<file path="src/rtl/ute_pkg.sv">
`timescale 1ns / 1ps

package ute_pkg;

	// Surrogate classification
	localparam logic [15:0] SURR_MASK = 16'hFC00;
	localparam logic [15:0] HIGH_TAG  = 16'hD800;
	localparam logic [15:0] LOW_TAG   = 16'hDC00;

	// Range limits for one- and two-byte forms
	localparam logic [15:0] ONE_BYTE_MAX = 16'h007F;
	localparam logic [15:0] TWO_BYTE_MAX = 16'h07FF;

	// Plane offset added to the high surrogate bits of a pair
	localparam logic [10:0] PLANE_OFS = 11'h040;

	// Lead and continuation byte tags
	localparam logic [7:0] LEAD2 = 8'hC0;
	localparam logic [7:0] LEAD3 = 8'hE0;
	localparam logic [7:0] LEAD4 = 8'hF0;
	localparam logic [7:0] CONT  = 8'h80;

	localparam int unsigned MAX_BYTES = 6;

	// One encoded request: up to six bytes, first byte in slot 0
	typedef struct packed {
		logic [MAX_BYTES-1:0][7:0] bytes;
		logic [2:0]                cnt;
		logic                      done;
	} job_t;

endpackage

</file>
<file path="src/rtl/ute_front.sv">
`timescale 1ns / 1ps

module ute_front (
	input  logic          clk,
	input  logic          arst_n,
	input  logic          push,
	output logic          full,
	input  logic [15:0]   code_unit,
	input  logic          end_of_string,
	input  logic          q_full,
	output logic          job_push,
	output ute_pkg::job_t job
);
	import ute_pkg::*;

	logic        held_valid_q;
	logic [9:0]  held_bits_q;
	logic        accept;
	logic        is_high;
	logic        is_low;
	logic        pairing;
	logic        hold_new;
	logic [10:0] plane;
	logic [15:0] flush_unit;
	logic [2:0][7:0] fb;
	logic [2:0][7:0] nb;
	logic [2:0]  ncnt;

	assign accept = push && !q_full;
	assign full   = q_full;

	assign is_high = (code_unit & SURR_MASK) == HIGH_TAG;
	assign is_low  = (code_unit & SURR_MASK) == LOW_TAG;
	assign pairing = held_valid_q && is_low;
	assign plane   = {1'b0, held_bits_q} + PLANE_OFS;
	assign flush_unit = {6'b110110, held_bits_q};

	// Flush bytes for an unpaired held high surrogate
	assign fb[0] = LEAD3 | {4'h0, flush_unit[15:12]};
	assign fb[1] = CONT  | {2'b00, flush_unit[11:6]};
	assign fb[2] = CONT  | {2'b00, flush_unit[5:0]};

	// Classify and encode the new unit on its own
	always_comb begin
		nb       = '0;
		ncnt     = 3'd0;
		hold_new = 1'b0;
		if (code_unit <= ONE_BYTE_MAX) begin
			nb[0] = code_unit[7:0];
			ncnt  = 3'd1;
		end else if (code_unit <= TWO_BYTE_MAX) begin
			nb[0] = LEAD2 | {3'b000, code_unit[10:6]};
			nb[1] = CONT  | {2'b00, code_unit[5:0]};
			ncnt  = 3'd2;
		end else if (is_high && !end_of_string) begin
			hold_new = 1'b1;
		end else begin
			nb[0] = LEAD3 | {4'h0, code_unit[15:12]};
			nb[1] = CONT  | {2'b00, code_unit[11:6]};
			nb[2] = CONT  | {2'b00, code_unit[5:0]};
			ncnt  = 3'd3;
		end
	end

	// Assemble the request: a pair, or an optional flush then the new unit
	always_comb begin
		job       = '0;
		job.done  = end_of_string;
		if (pairing) begin
			job.bytes[0] = LEAD4 | {5'b00000, plane[10:8]};
			job.bytes[1] = CONT  | {2'b00, plane[7:2]};
			job.bytes[2] = CONT  | {2'b00, plane[1:0], code_unit[9:6]};
			job.bytes[3] = CONT  | {2'b00, code_unit[5:0]};
			job.cnt      = 3'd4;
		end else if (held_valid_q) begin
			job.bytes[0] = fb[0];
			job.bytes[1] = fb[1];
			job.bytes[2] = fb[2];
			job.bytes[3] = nb[0];
			job.bytes[4] = nb[1];
			job.bytes[5] = nb[2];
			job.cnt      = 3'd3 + ncnt;
		end else begin
			job.bytes[0] = nb[0];
			job.bytes[1] = nb[1];
			job.bytes[2] = nb[2];
			job.cnt      = ncnt;
		end
	end

	assign job_push = accept && (job.cnt != 3'd0);

	// Held high surrogate
	always_ff @(posedge clk or negedge arst_n) begin
		if (!arst_n) begin
			held_valid_q <= 1'b0;
			held_bits_q  <= '0;
		end else if (accept) begin
			held_valid_q <= !pairing && hold_new;
			held_bits_q  <= (!pairing && hold_new) ? code_unit[9:0] : 10'h000;
		end
	end

endmodule

</file>
<file path="src/rtl/ute_queue.sv">
`timescale 1ns / 1ps

module ute_queue #(
	parameter int DEPTH = 2
) (
	input  logic          clk,
	input  logic          arst_n,
	input  logic          wr_en,
	input  ute_pkg::job_t wr_data,
	output logic          full,
	input  logic          rd_en,
	output ute_pkg::job_t rd_data,
	output logic          empty
);
	import ute_pkg::*;

	localparam int PW = (DEPTH > 1) ? $clog2(DEPTH) : 1;
	localparam int CW = $clog2(DEPTH + 1);

	job_t          mem_q [DEPTH];
	logic [PW-1:0] wr_ptr_q;
	logic [PW-1:0] rd_ptr_q;
	logic [CW-1:0] count_q;
	logic          do_wr;
	logic          do_rd;

	assign full    = count_q == CW'(DEPTH);
	assign empty   = count_q == '0;
	assign do_wr   = wr_en && !full;
	assign do_rd   = rd_en && !empty;
	assign rd_data = mem_q[rd_ptr_q];

	// Request storage
	always_ff @(posedge clk) begin
		if (do_wr) begin
			mem_q[wr_ptr_q] <= wr_data;
		end
	end

	// Pointers and fill count
	always_ff @(posedge clk or negedge arst_n) begin
		if (!arst_n) begin
			wr_ptr_q <= '0;
			rd_ptr_q <= '0;
			count_q  <= '0;
		end else begin
			if (do_wr) begin
				wr_ptr_q <= (wr_ptr_q == PW'(DEPTH - 1)) ? '0 : wr_ptr_q + PW'(1);
			end
			if (do_rd) begin
				rd_ptr_q <= (rd_ptr_q == PW'(DEPTH - 1)) ? '0 : rd_ptr_q + PW'(1);
			end
			if (do_wr && !do_rd) begin
				count_q <= count_q + CW'(1);
			end else if (do_rd && !do_wr) begin
				count_q <= count_q - CW'(1);
			end
		end
	end

endmodule

</file>
<file path="src/rtl/ute_back.sv">
`timescale 1ns / 1ps

module ute_back (
	input  logic          clk,
	input  logic          arst_n,
	input  logic          q_empty,
	input  ute_pkg::job_t q_data,
	output logic          q_pop,
	output logic [7:0]    utf8_byte,
	output logic          last_of_run,
	output logic          string_done,
	output logic          empty,
	input  logic          pop
);
	import ute_pkg::*;

	job_t       cur_q;
	logic       cur_valid_q;
	logic [2:0] idx_q;
	logic       at_last;
	logic       take;

	assign at_last = idx_q == (cur_q.cnt - 3'd1);
	assign take    = cur_valid_q && pop;

	// Load the next request when idle or when its last byte leaves
	assign q_pop = !q_empty && (!cur_valid_q || (take && at_last));

	assign empty       = !cur_valid_q;
	assign utf8_byte   = cur_q.bytes[idx_q];
	assign last_of_run = at_last;
	assign string_done = at_last && cur_q.done;

	// Request payload
	always_ff @(posedge clk) begin
		if (q_pop) begin
			cur_q <= q_data;
		end
	end

	// Byte sequencer
	always_ff @(posedge clk or negedge arst_n) begin
		if (!arst_n) begin
			cur_valid_q <= 1'b0;
			idx_q       <= '0;
		end else if (q_pop) begin
			cur_valid_q <= 1'b1;
			idx_q       <= '0;
		end else if (take) begin
			if (at_last) begin
				cur_valid_q <= 1'b0;
				idx_q       <= '0;
			end else begin
				idx_q <= idx_q + 3'd1;
			end
		end
	end

endmodule

</file>
<file path="src/rtl/utf16_to_utf8_encoder.sv">
`timescale 1ns / 1ps
// UTF-16 to UTF-8 encoder.
// Input queue side: code_unit and end_of_string are taken at a clock edge with
// push high and full low. Output queue side: utf8_byte, last_of_run and
// string_done show the oldest byte while empty is low; pop takes it.
// A front stage classifies each unit, holds a high surrogate until the next
// unit arrives, and writes a request of one to six bytes into a queue of
// QUEUE_DEPTH entries. A back stage sends those bytes one per cycle while pop
// is high. A request is stored in the queue and then loaded into the back
// stage before its first byte shows; a unit held as a high surrogate writes
// no request.
// last_of_run marks the final byte of each request, string_done the final byte of
// a unit with end_of_string set.
// Reset clears the held surrogate, the queue and the output; empty goes high.
// If the receiver stalls, the shown byte holds, the queue fills, and full
// rises until bytes are taken again.

module utf16_to_utf8_encoder #(
	parameter int QUEUE_DEPTH = 2
) (
	input  logic        clk,
	input  logic        arst_n,
	input  logic        push,
	output logic        full,
	input  logic [15:0] code_unit,
	input  logic        end_of_string,
	output logic        empty,
	input  logic        pop,
	output logic [7:0]  utf8_byte,
	output logic        last_of_run,
	output logic        string_done
);
	import ute_pkg::*;

	job_t wr_job;
	job_t rd_job;
	logic job_push;
	logic q_full;
	logic q_empty;
	logic q_pop;

	ute_front u_front (
		.clk           (clk),
		.arst_n        (arst_n),
		.push          (push),
		.full          (full),
		.code_unit     (code_unit),
		.end_of_string (end_of_string),
		.q_full        (q_full),
		.job_push      (job_push),
		.job           (wr_job)
	);

	ute_queue #(
		.DEPTH (QUEUE_DEPTH)
	) u_queue (
		.clk     (clk),
		.arst_n  (arst_n),
		.wr_en   (job_push),
		.wr_data (wr_job),
		.full    (q_full),
		.rd_en   (q_pop),
		.rd_data (rd_job),
		.empty   (q_empty)
	);

	ute_back u_back (
		.clk         (clk),
		.arst_n      (arst_n),
		.q_empty     (q_empty),
		.q_data      (rd_job),
		.q_pop       (q_pop),
		.utf8_byte   (utf8_byte),
		.last_of_run (last_of_run),
		.string_done (string_done),
		.empty       (empty),
		.pop         (pop)
	);

endmodule

</file>
<file path="config.mk">
export PLATFORM = sky130hd
export DESIGN_NAME = utf16_to_utf8_encoder
export DESIGN_NICKNAME = d
export VERILOG_FILES = /design/src/rtl/ute_pkg.sv /design/src/rtl/ute_front.sv /design/src/rtl/ute_queue.sv /design/src/rtl/ute_back.sv /design/src/rtl/utf16_to_utf8_encoder.sv
export SDC_FILE = /design/constraint.sdc
export NUM_CORES = 1
export LEC_CHECK = 0
export BUFFER_PORTS_ARGS = -buffer_cell sky130_fd_sc_hd__clkbuf_2
export CELL_PAD_IN_SITES_DETAIL_PLACEMENT = 1
export CELL_PAD_IN_SITES_GLOBAL_PLACEMENT = 1
export CORE_MARGIN = 2
export CORE_UTILIZATION = 50
export CTS_CLUSTER_DIAMETER = 50
export DETAILED_ROUTE_END_ITERATION = 16
export PLACE_DENSITY_LB_ADDON = 0.1
export SLEW_MARGIN = 20
export SYNTH_ARGS = -nofsm -noshare
export SYNTH_HDL_FRONTEND = slang
export SYNTH_HIERARCHICAL = 1
export SYNTH_SLANG_ARGS = --single-unit
</file>
<file path="constraint.sdc">
create_clock -name clk -period 5.7 [get_ports clk]
set_input_delay 0 -clock clk [delete_from_list [all_inputs] [get_ports clk]]
set_output_delay 0 -clock clk [all_outputs]
set_load 0.01 [all_outputs]
</file>
==> results by group <==
Timing
  – Max Clk Rate: 247 MHz
  – RSZ-0062 raised after global routing: false
  – Max_slew headroom: 32.1%
  – Tmin final: 4.05 ns
  – Tcrit/Tclk final: 71.0%
  – Final Skew: 0.00738 ns
  – Least-Margin Pin Slew: 1.02 ns
  – Final hold vios: 0
  – Slew Limit Fails: 0
  – # setup viols final: 0
  – Final setup margin: 1.65 ns
  – Sum Neg Setup Slack: 0 ns

Logic synthesis
  – Post-Synth Simple-Gate Area: 6.25%
  – Top cell type's share of synthesized area: 59.6%
  – Area contributors post-synth: edfxtp_1 (60%), mux2_4 (9.4%), dfrtp_1 (6.0%)
  – Cell area after synthesis: 0.00786 mm2
  – Synth Area in Compound Gates: 6.06%
  – Post-synthesis sequential area ratio: 65.6%
  – Synthesis warning total: 6
  – Count leader, synth: edfxtp_1
  – Distinct cells, synth: 58
  – Post-synthesis instance total: 477
  – Mux contribution to synthesized area: 15.6%
  – #FFs+latches synth: 175
  – Largest family of logic cells by synthesized area: multiplexers
  – Synth Area in Adders: 0.796%
  – Mean Syn Cell Area: 16.5 um2
  – Most used flip-flop cell after synthesis: edfxtp_1
  – Asr flop ratio synth: 10.9%
  – Leading area contributor after synthesis: edfxtp_1
  – Synth top cells by count: edfxtp_1 (156), mux2_4 (49), mux2i_1 (28)
  – Xor/xnor cell area share of the yosys netlist: 1.54%
  – Post-synth EDFFs: 156

Worst setup path
  – Flop2flop setup slack: 2.32 ns
  – Arr. time, crit path: 4.13 ns
  – CP Launch Point: end_of_string
  – R2r worst-path depth: 8
  – Crit Path Category: in -> reg
  – Worst r2r src: u_back/idx_q[1]$_DFFE_PN0P_
  – Worst EP required: 5.79 ns
  – Startpoint types: input port
  – Cell Chain, Critical Path: dlygate4sd3_1, clkbuf_2, nor2_1, nand4_1, nand2_1, ha_1, o2111ai_1, o221ai_1, o2bb2ai_1, nand2_1, nor2_4, buf_4
  – Buf+Inv Stages, Crit Path: 3
  – Number of cells on the critical path: 12
  – Top Family by Delay on Critical Path: simple AND/OR/NAND/NOR gates
  – CP peak stage delay: 0.79 ns
  – Worst setup endpoint: u_queue/mem_q[0][16]$_DFFE_PP_
  – Critical R2R Capture: u_queue/count_q[1]$_DFFE_PN0P_
  – Endpoint class of the critical path: register
  – Critical path peak fanout: 28
  – Most used cell, CP: nand2_1
  – CP max-delay cell: nand4_1

Die
  – Die Footprint: 0.0167 mm2
  – Io pins: 33
  – Initial core utilization: 51.5%
  – Die height: 129 um
  – Core Area: 0.0153 mm2
  – Die width: 129 um
  – FP Rows: 45

Clock network
  – Clock buffer count from CTS: 17
  – CTS tree: yes
  – Setup bufs post-CTS: 0
  – Htree depth: 4
  – CTS root buf: clkbuf_16
  – Worst-Skew Late Latency: 0.43 ns
  – Number of gates resized after cts: 0
  – CTS max path bufs: 2
  – Clk pin slew, worst setup/hold paths: 0.06 ns
  – Clk sinks: 175

Power and ir drop
  – VDD IR-drop max: 374 uV
  – Logic pwr share: 26.8%
  – Switching pwr: 0.00128 W
  – Clk network pwr share: 24.6%
  – Power Density: 494 mW/mm2
  – Sw Ratio: 29.4%
  – Pint: 0.00307 W
  – Pwr Total: 0.00435 W
  – Reg power frac: 48.7%
  – P_leak: 3.30 nW

Place
  – Placed inst area: 0.00811 mm2
  – Buffers on Ports: 32
  – Pre-CTS setup slack: 1.59 ns
  – Detailed placer's ending HPWL: 10.7 mm
  – GPL Wtd Cong: 0.882

Finish
  – Nets: 545
  – Layout cells sized above 1: 27.3%
  – Fillers: 1410
  – Post-layout util: 57.6%
  – Diode count: 0
  – Design area: 0.00879 mm2
  – Layout area overhead: 11.8%

Worst hold path
  – Hold crit path type: in -> async

Routing
  – Via count: 4173
  – Routed wire length: 16.3 mm
  – Final ANT Viol Nets: 0
  – Detailed Routing Iterations Pass 1: 4
  – # DRC: 0
  – Vias per inst: 5.62
  – Routed WL per cell: 21.9 um
  – DR iter-0 viols: 270

Global routing
  – First-pass GRT wire length: 25.2 mm
  – Global route total overflow: 0
  – Initial antenna violation count: 1
  – Vias in the first global route: 4304
  – Tot GR Track Use: 20.9%
  – Largest net degree at the start of global routing: 54

Flow run
  – Max-cap violations: 0

Status
  – Outcome: complete, no violations
-- stage by stage --
stage          hold WS, ns  instances
2_1_floorplan       -0.296        480
3_3_place_gp       0.00945        698
3_5_place_dp        0.0258        698
4_1_cts              0.111        743
5_1_grt              0.137        743
6_report            0.0954        743
-- per-layer routing --
| layer | routed length [um] | global-route usage, % | part of all wire [%] |
|---|---|---|---|
| met5 | 0 | 0 | 0 |
| met4 | 254 | 7.84 | 1.6 |
| met3 | 544 | 3.67 | 3.3 |
| met2 | 7920 | 33.1 | 49 |
| met1 | 7540 | 29.1 | 46 |
-- cells in the final DEF (no fill, tap or decap), types with 3 or more instances in the layout --
master,netlist,final
a21o_1,5,5
a21oi_1,6,6
a22o_1,10,10
a2bb2oi_1,3,3
a32oi_1,4,4
and2_1,7,7
and3_1,4,3
buf_4,7,6
clkbuf_16,0,17
clkbuf_2,0,32
clkinv_2,0,3
clkinv_4,0,3
clkinvlp_4,0,3
conb_1,1,4
dfrtp_1,19,18
dlygate4sd3_1,0,13
edfxtp_1,156,156
ha_1,5,5
inv_1,16,16
mux2_2,3,3
mux2_4,49,49
mux2i_1,28,28
mux4_2,8,8
nand2_1,11,11
nand2b_1,6,6
nand3_1,9,9
nand3b_1,3,3
nor2_1,20,19
nor3_2,3,3
nor3b_1,3,3
o21ai_0,8,8
o21ai_1,3,3
o22ai_1,9,9
o31ai_1,7,7
xnor2_1,6,6
xor2_1,5,5
-- logic make-up (layout without fill, tap and decap cells) --
logic type | count (synthesis) | after routing
xor gates and xnor gates | 12 | 12
buffers and inverters | 48 | 100
DFF | 175 | 175
adders and majority gates | 5 | 5
muxes | 88 | 88
other | 1 | 4
and+or+nand+nor | 82 | 82
AOI/OAI and AO/OA | 66 | 66
-- how the worst min path moves through the flow --
stage                                      to  slack [ns]  cells past startpoint
3_5_place_dp   u_queue/count_q[1]$_DFFE_PN0P_        0.03                      1
4_1_cts        u_queue/count_q[1]$_DFFE_PN0P_        0.11                      2
3_3_place_gp   u_queue/count_q[0]$_DFFE_PN0P_       0.009                      1
5_1_grt        u_queue/count_q[1]$_DFFE_PN0P_        0.14                      2
2_1_floorplan  u_back/cur_valid_q$_DFFE_PN0P_       -0.30                      0
6_report       u_queue/count_q[1]$_DFFE_PN0P_         0.1                      2
-- sequential cells by signal, summed over array words and instances, names as in the netlist --
| signal | count |
|---|---|
| u_back/cur_q | 52 |
| u_back/cur_valid_q | 1 |
| u_back/idx_q | 3 |
| u_front/held_bits_q | 10 |
| u_front/held_valid_q | 1 |
| u_queue/count_q | 2 |
| u_queue/mem_q | 104 |
| u_queue/rd_ptr_q | 1 |
| u_queue/wr_ptr_q | 1 |
-- power groups by stage --
stage	clock, W	combinational [W]	sequential (W)
after global placement	0	0.00114	0.00212
final	0.00107	0.00116	0.00211
after floorplan	0	0.00102	0.00201
after global routing	0.00113	0.00127	0.00216
after detailed placement	0	0.00118	0.00215
after CTS	0.00109	0.00119	0.00213
-- final cells by class --
| cell class | count | area [um2] | area share, % |
|---|---|---|---|
| clock buffers | 19 | 433 | 4.93 |
| clock inverters | 13 | 115 | 1.31 |
| inverters | 17 | 65.1 | 0.740 |
| multi-input cells | 257 | 2410 | 27.5 |
| flip-flops and latches | 175 | 5160 | 58.7 |
| well taps | 211 | 264 | 3.00 |
| repair buffers | 51 | 335 | 3.81 |
-- timing repair --
action,in CTS,in global routing
hold buffers,13,0
endpoints found under the setup margin,0,0
hold endpoints to repair,38,0
Power figures use the tool's default switching activity.
